`config.mk`:
```
export PLATFORM = sky130hd
export DESIGN_NAME = free_block_run_allocator_top
export DESIGN_NICKNAME = d
export VERILOG_FILES = /design/src/design/fbra_pkg.sv /design/src/design/fbra_dp.sv /design/src/design/fbra_ctrl.sv /design/src/design/free_block_run_allocator_top.sv
export SDC_FILE = /design/constraint.sdc
export NUM_CORES = 1
export LEC_CHECK = 0
export ABC_AREA = 1
export BUFFER_PORTS_ARGS = -buffer_cell sky130_fd_sc_hd__buf_2
export CAP_MARGIN = 10
export CORE_ASPECT_RATIO = 0.5
export CORE_UTILIZATION = 46
export CTS_CLUSTER_DIAMETER = 100
export DETAILED_ROUTE_END_ITERATION = 10
export GPL_TIMING_DRIVEN = 0
export PLACE_DENSITY = 0.73
export REMOVE_ABC_BUFFERS = 1
export SLEW_MARGIN = 20
export SYNTH_ARGS = -nofsm -noshare
export SYNTH_HDL_FRONTEND = slang
export SYNTH_SLANG_ARGS = --single-unit
export TNS_END_PERCENT = 20
```
`constraint.sdc`:
```
create_clock -name clk -period 3.2 [get_ports clk]
set_input_delay 0.32 -clock clk [delete_from_list [all_inputs] [get_ports clk]]
set_output_delay 0.32 -clock clk [all_outputs]
set_load 0.03 [all_outputs]
```
`src/design/fbra_pkg.sv`:
```
`timescale 1ns / 1ps
// ----------------------------------------------------------------------------
// fbra_pkg
// shared types and constants of the free block run allocator
// ----------------------------------------------------------------------------
package fbra_pkg;

  // size of the used/free bitmap
  localparam int MAX_BLOCKS = 32;
  localparam int IDX_W      = $clog2(MAX_BLOCKS);
  localparam int PTR_W      = $clog2(MAX_BLOCKS + 1);

  // field and register widths
  localparam int START_W    = 5;
  localparam int LENGTH_W   = 16;
  localparam int BINDEX_W   = 5;
  localparam int BCOUNT_W   = 6;
  localparam int BWORDS_W   = 11;
  localparam int CFG_IDX_W  = 2;
  localparam int CFG_DATA_W = 11;
  localparam int CAP_W      = LENGTH_W + 1;

  // register indexes
  localparam logic [CFG_IDX_W-1:0] CFG_BLOCK_COUNT = 2'd0;
  localparam logic [CFG_IDX_W-1:0] CFG_BLOCK_WORDS = 2'd1;

  // register reset values
  localparam logic [BCOUNT_W-1:0] BCOUNT_RST = 6'd32;
  localparam logic [BWORDS_W-1:0] BWORDS_RST = 11'd4;

  // result status codes
  localparam logic STATUS_GRANT = 1'b0;
  localparam logic STATUS_FAIL  = 1'b1;

  typedef struct packed {
    logic [START_W-1:0]  start_block;
    logic [LENGTH_W-1:0] file_length;
  } in_word_t;

  typedef struct packed {
    logic [BINDEX_W-1:0] block_index;
    logic                status;
    logic                last;
  } out_word_t;

  // controller to datapath
  typedef struct packed {
    logic load_req;   // capture request, pointer to start, capacity cleared
    logic restart;    // pointer back to start, capacity cleared
    logic step;       // advance pointer
    logic add;        // add block_words to capacity
    logic grant;      // mark current block used and emit it
    logic emit_fail;  // emit the failure word
  } ctl_cmd_t;

  // datapath to controller
  typedef struct packed {
    logic bad_req;    // incoming request fails before any scan
    logic scan_end;   // pointer at or past the end of blocks in use
    logic blk_free;   // current block is free
    logic reach;      // capacity plus one block covers the length
    logic out_slot;   // output register can take a word this cycle
  } dp_stat_t;

endpackage

```
`src/design/fbra_dp.sv`:
```
`timescale 1ns / 1ps
// ----------------------------------------------------------------------------
// fbra_dp
// bitmap, scan pointer, capacity accumulator, config and output register
// ----------------------------------------------------------------------------
module fbra_dp (
  input  logic                                clk,
  input  logic                                rst_n,
  input  fbra_pkg::ctl_cmd_t                  cmd,
  output fbra_pkg::dp_stat_t                  stat,
  input  fbra_pkg::in_word_t                  in_word,
  output logic                                out_valid,
  input  logic                                out_stall,
  output fbra_pkg::out_word_t                 out_word,
  input  logic                                cfg_we,
  input  logic [fbra_pkg::CFG_IDX_W-1:0]      cfg_index,
  input  logic [fbra_pkg::CFG_DATA_W-1:0]     cfg_wdata
);
  import fbra_pkg::*;

  logic [BCOUNT_W-1:0]   bcount_r;
  logic [BWORDS_W-1:0]   bwords_r;
  logic [MAX_BLOCKS-1:0] used_r;
  logic [PTR_W-1:0]      ptr_r, ptr_nxt;
  logic [START_W-1:0]    start_r;
  logic [LENGTH_W-1:0]   length_r;
  logic [CAP_W-1:0]      cap_r, cap_nxt;
  logic [CAP_W-1:0]      cap_add;
  logic                  out_valid_r, out_valid_nxt;
  out_word_t             out_word_r, out_word_nxt;
  logic [PTR_W-1:0]      limit;
  logic [IDX_W-1:0]      cur_idx;

  // blocks in use, capped at the bitmap size
  assign limit = (bcount_r > BCOUNT_W'(MAX_BLOCKS)) ? PTR_W'(MAX_BLOCKS)
                                                     : PTR_W'(bcount_r);
  assign cur_idx = ptr_r[IDX_W-1:0];
  assign cap_add = cap_r + CAP_W'(bwords_r);

  assign stat.bad_req  = (in_word.file_length == '0) || (bwords_r == '0) ||
                         (PTR_W'(in_word.start_block) >= limit);
  assign stat.scan_end = (ptr_r >= limit);
  assign stat.blk_free = !used_r[cur_idx];
  assign stat.reach    = (cap_add >= CAP_W'(length_r));
  assign stat.out_slot = !out_valid_r || !out_stall;

  // config registers
  always_ff @(posedge clk) begin
    if (!rst_n) begin
      bcount_r <= BCOUNT_RST;
      bwords_r <= BWORDS_RST;
    end else if (cfg_we) begin
      if (cfg_index == CFG_BLOCK_COUNT) begin
        bcount_r <= cfg_wdata[BCOUNT_W-1:0];
      end else if (cfg_index == CFG_BLOCK_WORDS) begin
        bwords_r <= cfg_wdata[BWORDS_W-1:0];
      end
    end
  end

  // bitmap
  always_ff @(posedge clk) begin
    if (!rst_n) begin
      used_r <= '0;
    end else if (cmd.grant) begin
      used_r[cur_idx] <= 1'b1;
    end
  end

  // request capture
  always_ff @(posedge clk) begin
    if (cmd.load_req) begin
      start_r  <= in_word.start_block;
      length_r <= in_word.file_length;
    end
  end

  always_comb begin
    ptr_nxt = ptr_r;
    cap_nxt = cap_r;
    if (cmd.load_req) begin
      ptr_nxt = PTR_W'(in_word.start_block);
      cap_nxt = '0;
    end else if (cmd.restart) begin
      ptr_nxt = PTR_W'(start_r);
      cap_nxt = '0;
    end else begin
      if (cmd.step) ptr_nxt = ptr_r + PTR_W'(1);
      if (cmd.add)  cap_nxt = cap_add;
    end
  end

  always_ff @(posedge clk) begin
    if (!rst_n) begin
      ptr_r <= '0;
      cap_r <= '0;
    end else begin
      ptr_r <= ptr_nxt;
      cap_r <= cap_nxt;
    end
  end

  // output register
  always_comb begin
    out_valid_nxt = out_valid_r;
    out_word_nxt  = out_word_r;
    if (out_valid_r && !out_stall) out_valid_nxt = 1'b0;
    if (cmd.grant) begin
      out_valid_nxt            = 1'b1;
      out_word_nxt.block_index = BINDEX_W'(cur_idx);
      out_word_nxt.status      = STATUS_GRANT;
      out_word_nxt.last        = stat.reach;
    end else if (cmd.emit_fail) begin
      out_valid_nxt            = 1'b1;
      out_word_nxt.block_index = '0;
      out_word_nxt.status      = STATUS_FAIL;
      out_word_nxt.last        = 1'b1;
    end
  end

  always_ff @(posedge clk) begin
    if (!rst_n) begin
      out_valid_r <= 1'b0;
    end else begin
      out_valid_r <= out_valid_nxt;
    end
  end

  always_ff @(posedge clk) begin
    out_word_r <= out_word_nxt;
  end

  assign out_valid = out_valid_r;
  assign out_word  = out_word_r;

  // a grant only hits a free block inside the range, with room at the output
  a_grant_free: assert property (@(posedge clk) disable iff (!rst_n)
    cmd.grant |-> (stat.blk_free && !stat.scan_end && stat.out_slot))
    else $error("grant on used or out of range block");

  // the granted block reads as used afterwards
  a_grant_marks: assert property (@(posedge clk) disable iff (!rst_n)
    cmd.grant |=> used_r[$past(cur_idx)])
    else $error("granted block not marked used");

  // never two words loaded at once
  a_one_emit: assert property (@(posedge clk) disable iff (!rst_n)
    !(cmd.grant && cmd.emit_fail))
    else $error("grant and failure in the same cycle");

endmodule

```
`src/design/fbra_ctrl.sv`:
```
`timescale 1ns / 1ps
// ----------------------------------------------------------------------------
// fbra_ctrl
// sequencer for the check pass and the grant pass
// ----------------------------------------------------------------------------
module fbra_ctrl (
  input  logic               clk,
  input  logic               rst_n,
  input  logic               in_valid,
  output logic               in_stall,
  input  fbra_pkg::dp_stat_t stat,
  output fbra_pkg::ctl_cmd_t cmd
);
  import fbra_pkg::*;

  localparam logic [1:0] ST_IDLE  = 2'd0;
  localparam logic [1:0] ST_CHECK = 2'd1;
  localparam logic [1:0] ST_GRANT = 2'd2;
  localparam logic [1:0] ST_FAIL  = 2'd3;

  logic [1:0] state_r, state_nxt;

  assign in_stall = (state_r != ST_IDLE);

  always_comb begin
    state_nxt = state_r;
    cmd       = '0;
    unique case (state_r)
      ST_IDLE: begin
        if (in_valid) begin
          cmd.load_req = 1'b1;
          state_nxt    = stat.bad_req ? ST_FAIL : ST_CHECK;
        end
      end
      ST_CHECK: begin
        if (stat.scan_end) begin
          state_nxt = ST_FAIL;
        end else if (stat.blk_free && stat.reach) begin
          cmd.restart = 1'b1;
          state_nxt   = ST_GRANT;
        end else begin
          cmd.step = 1'b1;
          cmd.add  = stat.blk_free;
        end
      end
      ST_GRANT: begin
        if (stat.scan_end) begin
          state_nxt = ST_IDLE;
        end else if (!stat.blk_free) begin
          cmd.step = 1'b1;
        end else if (stat.out_slot) begin
          cmd.grant = 1'b1;
          cmd.add   = 1'b1;
          cmd.step  = 1'b1;
          if (stat.reach) state_nxt = ST_IDLE;
        end
      end
      ST_FAIL: begin
        if (stat.out_slot) begin
          cmd.emit_fail = 1'b1;
          state_nxt     = ST_IDLE;
        end
      end
      default: state_nxt = ST_IDLE;
    endcase
  end

  always_ff @(posedge clk) begin
    if (!rst_n) begin
      state_r <= ST_IDLE;
    end else begin
      state_r <= state_nxt;
    end
  end

endmodule

```
`src/design/free_block_run_allocator_top.sv`:
```
`timescale 1ns / 1ps
// order after accept: the check pass sums free capacity from the start block, then the grant
// pass restarts there, passes used blocks and grants free ones until the length is covered
// requests are taken one at a time: in_stall stays high until the controller is idle again
// each pass walks one bitmap entry per cycle; a granted word needs a free output slot
// a request that is rejected up front goes straight to the failure word, with no scan
// reset (rst_n low, synchronous): all blocks free, block_count 32, block_words 4, no word pending
// ----------------------------------------------------------------------------
// free_block_run_allocator_top
// bitmap allocator: grants the free blocks from a start block that cover the length, searching up to the end
// ----------------------------------------------------------------------------
module free_block_run_allocator_top (
  input  logic                                clk,
  input  logic                                rst_n,
  // request channel
  input  logic                                in_valid,
  output logic                                in_stall,
  input  fbra_pkg::in_word_t                  in_word,
  // result channel
  output logic                                out_valid,
  input  logic                                out_stall,
  output fbra_pkg::out_word_t                 out_word,
  // register writes
  input  logic                                cfg_we,
  input  logic [fbra_pkg::CFG_IDX_W-1:0]      cfg_index,
  input  logic [fbra_pkg::CFG_DATA_W-1:0]     cfg_wdata
);
  import fbra_pkg::*;

  ctl_cmd_t cmd;
  dp_stat_t stat;

  // controller: idle, check pass (sum free capacity), grant pass, failure word
  fbra_ctrl u_ctrl (
    .clk      (clk),
    .rst_n    (rst_n),
    .in_valid (in_valid),
    .in_stall (in_stall),
    .stat     (stat),
    .cmd      (cmd)
  );

  // datapath: bitmap, scan pointer, capacity sum, output register
  // capacity is compared against the length instead of dividing the length
  // by block_words, which gives the same block count rounded up
  fbra_dp u_dp (
    .clk       (clk),
    .rst_n     (rst_n),
    .cmd       (cmd),
    .stat      (stat),
    .in_word   (in_word),
    .out_valid (out_valid),
    .out_stall (out_stall),
    .out_word  (out_word),
    .cfg_we    (cfg_we),
    .cfg_index (cfg_index),
    .cfg_wdata (cfg_wdata)
  );

endmodule
```
# Word-level counts from Yosys, hierarchy flattened
# Index checks and enable logic that the tools add are counted.
# totals
output_inout_bits	9
elab_cells	92
input_bits	39
register_bits	103
# op_classes
n_eq_ne	10
n_bitwise	3
reduce_logical	21
magnitude_cmp	6
n_addsub	2
muxes	37
# op_table
op	count
$or A32 B32 Y32	1
$mux W2	11
$add A17 B11 Y17	1
$ge A17 B16 Y1	1
$logic_not A16 Y1	1
$mux W5	3
$mux W7	2
$mux W1	13
$logic_not A11 Y1	1
$mux W3	3
$pmux W2 S4	1
$add A6 B1 Y6 const B	1
$ge A5 B6 Y1	1
$ge A6 B6 Y1	1
$gt A6 B6 Y1 const B	1
$lt A5 B6 Y1 const B	1
$mux W6	1
$ne A3 B2 Y1 const B	2
$ne A3 B3 Y1 const B	2
$reduce_and A6 Y1	1
$reduce_bool A3 Y1	2
$bmux W1 S5	1
$demux W1 S5	1
$ge A5 B1 Y1 const B	1
13 further kinds	25

# Logic depth before layout (Yosys ltp)
# Gate-level depths: netlist of the first run.
# depth
ltp_word	10
depth_mapped	28
ltp_nobuf	28

# Cells and area by module
# Synthesis of the first run repeated with hierarchy kept, for this count alone.
# hier_totals
hier_cells	728
hier_area_um2	5589.1
# by_module_without_submodules
module	instances	seq_area_each_um2	area_each_um2	cells_per_inst
fbra_dp	1	2292.2	5285.1	675
fbra_ctrl	1	40.0	304.0	53

# Least setup slack after synthesis of the first run
# Ideal clock, no wire load.
# synth_timing
kind	reg-to-reg
start	register u_dp.cap_r[2]
end	register u_dp.ptr_r[0]
path_buffers	0
period_less_slack_ns	3.269
path_stages_with_launch	27
setup_slack_ns	-0.069
setup_ns	0.064
arrival_time_ns	3.206
t_required_ns	3.136
cell_sequence	dfxtp_1 ha_1 a21oi_1 o21ai_0 a21o_1 nand2_1 nand2_1 a21oi_1 xor2_1 inv_1 ha_1 nand2_1 nor2_1 nand3b_1 nand3_1 nand2_1 nand2_1 nand2_1 nand2_1 nand2_1 nand2_2 nand2_1 nand2_1 nand2_2 a21oi_1 nor2_1 nor2_1
# synth_via
elab_chain_cells	8
elab_cells_between_ends	11
classes_between	add/sub: 1; order compare: 1; mux: 7; reduce/logical: 2
# synth_rtl
element	line_no	source
start: declaration	fbra_dp.sv:27	logic [CAP_W-1:0] cap_r, cap_nxt;
start signal: assignment	fbra_dp.sv:99	cap_r <= cap_nxt;
$add A17 B11 Y17 *	fbra_dp.sv:38	assign cap_add = cap_r + CAP_W'(bwords_r);
named net u_dp.cap_add[7]	fbra_dp.sv:28	logic [CAP_W-1:0] cap_add;
$ge A17 B16 Y1 *	fbra_dp.sv:44	assign stat.reach = (cap_add >= CAP_W'(length_r));
$logic_and A1 B1 Y1 *	fbra_ctrl.sv:38	end else if (stat.blk_free && stat.reach) begin
$mux W1	fbra_ctrl.sv:38	
$mux W3 *	fbra_ctrl.sv:36	if (stat.scan_end) begin
$mux W1	fbra_ctrl.sv:28	unique case (state_r)
$mux W5	fbra_dp.sv:84	end else if (cmd.restart) begin
$mux W5	fbra_dp.sv:81	if (cmd.load_req) begin
end signal: assignment	fbra_dp.sv:98	ptr_r <= ptr_nxt;
end: declaration	fbra_dp.sv:24	logic [PTR_W-1:0] ptr_r, ptr_nxt;
# The timed path passes the listed nets; every way through them passes the cells marked *.
# A chain may end at the register's enable or synchronous reset.

# Worst setup path after layout of the first run
# layout_timing
start	register u_dp.bwords_r[0]
end	register u_dp.cap_r[8]
# layout_via
elab_chain_cells	7
elab_cells_between_ends	9
classes_between	add/sub: 1; order compare: 1; mux: 5; reduce/logical: 2
# layout_rtl
element	line_no	source
start: declaration	fbra_dp.sv:22	logic [BWORDS_W-1:0] bwords_r;
start signal: assignment	fbra_dp.sv:56	bwords_r <= cfg_wdata[BWORDS_W-1:0];
$add A17 B11 Y17 *	fbra_dp.sv:38	
named net u_dp.cap_add[10]	fbra_dp.sv:28	
$ge A17 B16 Y1 *	fbra_dp.sv:44	
$logic_and A1 B1 Y1 *	fbra_ctrl.sv:38	
$mux W1	fbra_ctrl.sv:38	
$mux W3 *	fbra_ctrl.sv:36	
$mux W1	fbra_ctrl.sv:28	
$reduce_or A3 Y1 (no line)	n/a	
# Marked as above.

==> results of run 1 <==
flip-flops by register name, indices dropped and copies added, names as in the netlist, 2 cells and up:
name and flops:
u_ctrl.state_r 2, u_dp.start_r 5, u_dp.bwords_r 11, u_dp.length_r 16, u_dp.cap_r 17, u_dp.out_word 7, u_dp.used_r 32, u_dp.bcount_r 6
u_dp.ptr_r 6
per-stage QoR:
stage	std cells	setup slack [ps]	utilization
after floorplan	720	-196	-
after global placement	932	-830	0.505
after detailed placement	932	-845	0.505
after CTS	968	-151	0.565
after global routing	975	-534	0.580
final	975	-316	0.580
worst register-to-register path, cell delays in order, from the launching register on:
cell and delay (ps):
dfxtp_2 350, ha_4 180, fa_2 340, nand2_1 70, nand2_1 70, nand3_1 120, nand2_2 120, nand3_1 130
nand2_2 90, xor2_2 170, ha_1 330, a21oi_2 120, nor3_1 50, nor3_1 150, nand2_1 70, nand2_1 50
nand2_1 50, nand2_2 120, buf_6 110, nand3_2 80, nand2_4 100, nand2_8 110, buf_6 200, o21ai_1 150
nor2_1 60
routing by layer:
metal / routed length [um] / share of wire / up-vias
met5: 0 / 0 / -
met4: 318 / 0.023 / 0
met3: 529 / 0.038 / 29
met2: 6860 / 0.49 / 110
met1: 6290 / 0.45 / 2330
li1: - / - / 2566
cell type report:
cell class                 count  area (um2)  area share
timing repair buffer          72         483      0.0695
timing repair inverter         2        25.0     0.00360
inverter                      94         368      0.0530
sequential                   103        2350       0.338
tap                          165         206      0.0297
multi-input combinational    523        3210       0.463
clock inverter                 4        32.5     0.00468
clock buffer                  12         268      0.0385
placed cells by master (no fill, tap or decap), types with 18 or more instances in the layout:
cell,netlist,layout
dfxtp_1,76,66
edfxtp_1,27,27
buf_2,3,47
nand3_1,45,45
ha_1,46,37
o21ai_1,29,22
nand2_1,130,123
o21ai_0,24,22
inv_1,85,84
buf_4,5,18
nor2_1,99,96
a21oi_1,61,54
kinds of logic (layout without fill, tap and decap cells):
kind of cell / count (synthesis) / count (layout) / synth area share
AO/OA/AOI/OAI: 143 / 143 / 0.137
adder cells (fa/ha/maj): 47 / 47 / 0.104
AND/OR/NAND/NOR: 316 / 316 / 0.242
buffers and inverters: 116 / 184 / 0.0857
XOR/XNOR: 17 / 17 / 0.0259
flip-flops: 103 / 103 / 0.406
worst min path at each step:
stage	startpoint	end	slack [ps]	cells past startpoint
after floorplan	rst_n	u_dp.bwords_r[2]	400	1
after global placement	u_dp.used_r[23]	u_dp.used_r[23]	440	2
after detailed placement	u_dp.used_r[3]	u_dp.used_r[3]	440	2
after CTS	in_word[0]	u_dp.length_r[0]	140	1
after global routing	in_word[13]	u_dp.length_r[13]	140	1
final	in_word[0]	u_dp.length_r[0]	150	1
report_power, final:
part | switching (mW) | total (mW) | internal [mW]
combinational | 1.65 | 2.55 | 0.897
clock | 0.507 | 1.11 | 0.606
sequential | 0.215 | 1.80 | 1.58
total | 2.37 | 5.46 | 3.09
timing repair:
| item | 4_1_cts | 5_1_grt |
|---|---|---|
| buffers inserted | 18 | 6 |
| endpoints found under the setup margin | 26 | 51 |
| gates cloned | 2 | 1 |
| gates resized for setup | 51 | 28 |
| pin swaps | 17 | 19 |
==> out/metrics.cfg, run 1 <==
[sta]
fin_ws_ps=-316
skew_ps=8.99
fmax_mhz=284
setup_viol=26
post-route-period-util=1.10
drv_slew=0
whs_ps=153
slew-limit-headroom=0.278
finalHoldViolCount=0
period_minus_slack_ps=3520
finalSetupTns_ps=-6090
rsz0062_at_grt=yes
worst_pin_slew_ps=1080

[yosys]
yosysMostFrequentCell=nand2_1
yosys.area.top_type=dfxtp_1
synthTopCellsByCount=nand2_1, nor2_1, inv_1
synth.top_cell.area_share=0.265
yosys-top-cells-area=dfxtp_1, edfxtp_1, ha_1
ys_types=42
synth_edf_count=27
yosys_warnings=0
syn_inst=742
synthFlopType=dfxtp_1
syn_area_um2=5740
postSynth.asyncResetShare=0
avgSynthCellArea_um2=7.74
yosysSeqAreaShare=0.406
synth_seq_cells=103

[floorplanning]
die_height_um=81.0
start_util=0.479
placementRows=28
ios=48
core_region_area_um2=12000
die_x_um=160
die_area_um2=13000

[setup_path]
rrSetupSlack_ps=-320
path_delay_family=simple AND/OR/NAND/NOR gates
crit_slowest_cell=dfxtp_2
cpMostUsedCell=nand2_1
worst-path-stages=24
reg2regPathDepth=24
r2r-start=u_dp.bwords_r[0]
worst_path_largest_cell_delay_ps=350
endpoint=u_dp.cap_r[8]
reg2reg_to=u_dp.cap_r[8]
critPathBufInv=2
crit_type=flip-flop to flip-flop
arrival_ps=3760
endpoint_kind=flip-flop
cp-startpoint=u_dp.bwords_r[0]
critPathRequiredTime_ps=3450
startpoint_type=flip-flop
cp_max_fo=6
path_cells=ha_4, fa_2, nand2_1, nand2_1, nand3_1, nand2_2, nand3_1, nand2_2, xor2_2, ha_1, a21oi_2, nor3_1, nor3_1, nand2_1, nand2_1, nand2_1, nand2_2, buf_6, nand3_2, nand2_4, nand2_8, buf_6, o21ai_1, nor2_1

[global_route]
grt_pass1_vias=4548
met3_usage=0.0480
antenna_found_initial=0
use_met2=0.390
grt_pass1_wl_um=21900
grt_usage=0.216
grt_overflow_total=0
busiest_layer=met2
grt_max_degree=34
met1_usage=0.259

[finish]
layout-area-overhead-vs-synth_pct=21.0
nFillCells=1063
final_cell_area_um2=6950
diodes=0
nNetsFinal=891
drive_gt1_frac=0.222

[cts]
clkLatencyLatePin_ps=350
postCtsHoldBufs=0
tritoncts=yes
cts_buffer_depth=2
cts.sinks=103
htreeDepth=3
clk_pin_slew_ps=70
root_buffer=clkbuf_16
numCtsBuffers=9

[routing]
first_pass_iters=5
wirelength_um=14000
routedWlPerCell_um=14.4
via_per_inst=5.16
drtAntennaViolNets=0
first_iter_violations=231
vias=5035
post-route-drc-count=0

[outcome]
status=finished, violations left
failed_checks=setup timing

[placed_design]
io_buffers=47
dp_hpwl_um=8710
gp_congestion=0.861
place_area_um2=6050

[hold_path]
hp-class=input pin to flip-flop

[power_and_ir_drop]
power_density_nw_per_um2=786
peakVddDrop_uv=371
power_mw=5.46
leakage_nw=3.09

[run]
maxCapViolCount=0

Power figures use the tool's default switching activity.
==> run 2: changes to the inputs <==
- ABC_AREA: 1 -> 0
==> out/metrics.cfg, run 2 <==
[global_route]
grt_pass1_vias=4652  ; +2.3%
antenna_found_initial=0  ; unchanged
grt_usage=0.225  ; +0.00815
grt_overflow_total=0  ; unchanged
grt_max_degree=60  ; +76%
grt_pass1_wl_um=22900  ; +4.8%

[routing]
routedWlPerCell_um=17.2  ; +20%
via_per_inst=5.65  ; +9.5%
post-route-drc-count=0  ; unchanged
wirelength_um=14200  ; +1.3%
drtAntennaViolNets=0  ; unchanged
first_iter_violations=278  ; +20%
vias=4659  ; -7.5%
first_pass_iters=4  ; -1

[yosys]
synth_seq_cells=103  ; unchanged
yosys_warnings=0  ; unchanged
synthFlopType=dfxtp_1
syn_inst=589  ; -21%
yosysSeqAreaShare=0.405  ; -0.00124
synth.top_cell.area_share=0.264  ; -0.000806
ys_types=63  ; +50%
synth_edf_count=27  ; unchanged
syn_area_um2=5760  ; +0.31%
yosysMostFrequentCell=dfxtp_1
avgSynthCellArea_um2=9.78  ; +26%
synthTopCellsByCount=dfxtp_1, nor2b_1, ha_1
postSynth.asyncResetShare=0  ; unchanged
yosys-top-cells-area=dfxtp_1, edfxtp_1, ha_1
yosys.area.top_type=dfxtp_1

[finish]
mostFrequentLayoutCells=dfxtp_1, nor2b_1, buf_2, mux2i_1, ha_1
largest_reg_flops=32  ; unchanged
drive_gt1_frac=0.250  ; +0.0282
layout-area-overhead-vs-synth_pct=21.8
nNetsFinal=740  ; -17%
top_regs=u_dp.used_r x32, u_dp.cap_r x17, u_dp.length_r x16
largest-register=u_dp.used_r
mostFrequentLayoutCell=dfxtp_1
diodes=0  ; unchanged

[floorplanning]
placementRows=28  ; unchanged
start_util=0.479  ; about the same
die_x_um=160  ; +0.15%
ios=48  ; unchanged
core_region_area_um2=12000  ; +0.29%
die_height_um=81.1  ; +0.15%
die_area_um2=13000  ; +0.30%

[setup_path]
cpMostUsedCell=buf_6
arrival_ps=4320  ; +560 ps
crit_slowest_cell=a221o_1
worst_path_largest_cell_delay_ps=380  ; +30 ps
critPathRequiredTime_ps=3450  ; about the same
startpoint_type=flip-flop
path_delay_family=compound AO/OA/AOI/OAI gates
cp_max_fo=6  ; unchanged
crit_type=flip-flop to flip-flop
critPathBufInv=4  ; +2
path_cells=ha_4, a21o_1, a21o_1, a211oi_2, o31ai_2, a221o_1, buf_6, xor2_2, ha_1, nand3_2, a2bb2oi_2, a21oi_2, a211oi_4, buf_6, buf_6, a211oi_4, buf_6, mux2i_1, o211ai_2, o211a_1
endpoint_kind=flip-flop

[cts]
numCtsBuffers=9  ; unchanged
cts.sinks=103  ; unchanged
tritoncts=yes
postCtsHoldBufs=0  ; unchanged
cts_buffer_depth=2  ; unchanged
htreeDepth=3  ; unchanged
clkLatencyLatePin_ps=360  ; about the same
root_buffer=clkbuf_16
clk_pin_slew_ps=70  ; about the same

[outcome]
failed_checks=setup timing
status=finished, violations left

[sta]
skew_ps=12.8  ; +3.79 ps
fin_ws_ps=-872  ; -555 ps
worst_pin_slew_ps=957  ; -125 ps
slew-limit-headroom=0.362  ; +0.0841
period_minus_slack_ps=4070  ; +555 ps
fmax_mhz=246  ; -14%
post-route-period-util=1.27  ; +0.174
finalHoldViolCount=0  ; unchanged
rsz0062_at_grt=yes
drv_slew=0  ; unchanged
setup_viol=26  ; unchanged
finalSetupTns_ps=-19850  ; -13760 ps

[hold_path]
hp-class=input pin to flip-flop

[power_and_ir_drop]
power_density_nw_per_um2=667  ; -15%
peakVddDrop_uv=287  ; -23%
leakage_nw=2.90  ; -6.2%

[placed_design]
gp_congestion=0.899  ; +4.4%
io_buffers=47  ; unchanged
dp_hpwl_um=8970  ; +3.0%
place_ws_ps=-2060  ; -1210 ps

[run]
maxCapViolCount=0  ; unchanged

[run 2: cell count changes after synthesis, sizes merged, moves of 42 or more]
cell and delta:
nand2 -106, nor2 -68, nand3 -42, mux2i +44, a21oi -47, inv -61
nor2b +50
[run 2: cells by family after synthesis]
kind of cell	count (synthesis)	share of synthesized area
and+or+nand+nor	176	0.163
AOI/OAI and AO/OA	137	0.170
DFF	103	0.405
buffers and inverters	59	0.0439
muxes	48	0.0856
adders and majority gates	47	0.103
xor gates and xnor gates	19	0.0289
[run 2: report_power, final]
part	switching [mW]	total (mW)	leakage [nW]	internal, mW
Sequential	0.227	1.74	0.882	1.51
Combinational	1.02	1.70	1.85	0.672
Clock	0.507	1.25	0.166	0.740
Total	1.76	4.68	2.90	2.92
[run 2: per-stage QoR]
step	hold slack (ps)	cell area, um2	util	power, mW	instances
floorplan	382	5630	-	2.73	562
global placement	456	6070	0.505	3.11	774
detailed placement	474	6080	0.506	3.15	774
CTS	150	6830	0.569	4.60	816
global route	152	7010	0.583	4.94	824
finish	154	7010	0.583	4.68	824
[run 2: timing repair]
item / CTS / global route
buffers inserted: 25 / 8
setup endpoints to repair: 58 / 65
pin swaps: 26 / 18
resized for setup: 53 / 23
gates cloned: 1 / 1
[run 2: path summary, 6_finish.rpt]
check,slack (ps),startpoint,cells after the start,to
worst max-delay path,-870,u_dp.cap_r[1],20,u_dp.ptr_r[4]
worst min-delay path,150,in_word[10],1,u_dp.length_r[10]
worst max register to register,-870,u_dp.cap_r[1],20,u_dp.ptr_r[4]
worst min register to register,480,u_dp.out_word[1],2,u_dp.out_word[1]
[run 2: cell type report]
class / count / area [um2]
Clock buffer: 11 / 254
Clock inverter: 5 / 83.8
Fill cell: 998 / 5010
Inverter: 32 / 120
Multi-Input combinational cell: 428 / 3460
Sequential cell: 103 / 2350
Tap cell: 165 / 206
Timing Repair Buffer: 80 / 536
[run 2: worst reg2reg max path: cells and delay by family (launching register included)]
| kind | cells | cell delay [ps] |
|---|---|---|
| flops | 1 | 340 |
| mux | 1 | 240 |
| buf+inv | 4 | 600 |
| fa+ha+maj | 2 | 530 |
| xor+xnor | 1 | 130 |
| compound gates | 11 | 2020 |
| simple gates | 1 | 100 |
[run 2: per-layer routing]
| metal | global-route usage | vias up | share of wire |
|---|---|---|---|
| met2 | 0.406 | 81 | 0.50 |
| met3 | 0.0424 | 25 | 0.033 |
| met5 | 0 | - | 0 |
| met1 | 0.273 | 2282 | 0.45 |
| li1 | - | 2271 | - |
| met4 | 0.0762 | 0 | 0.021 |
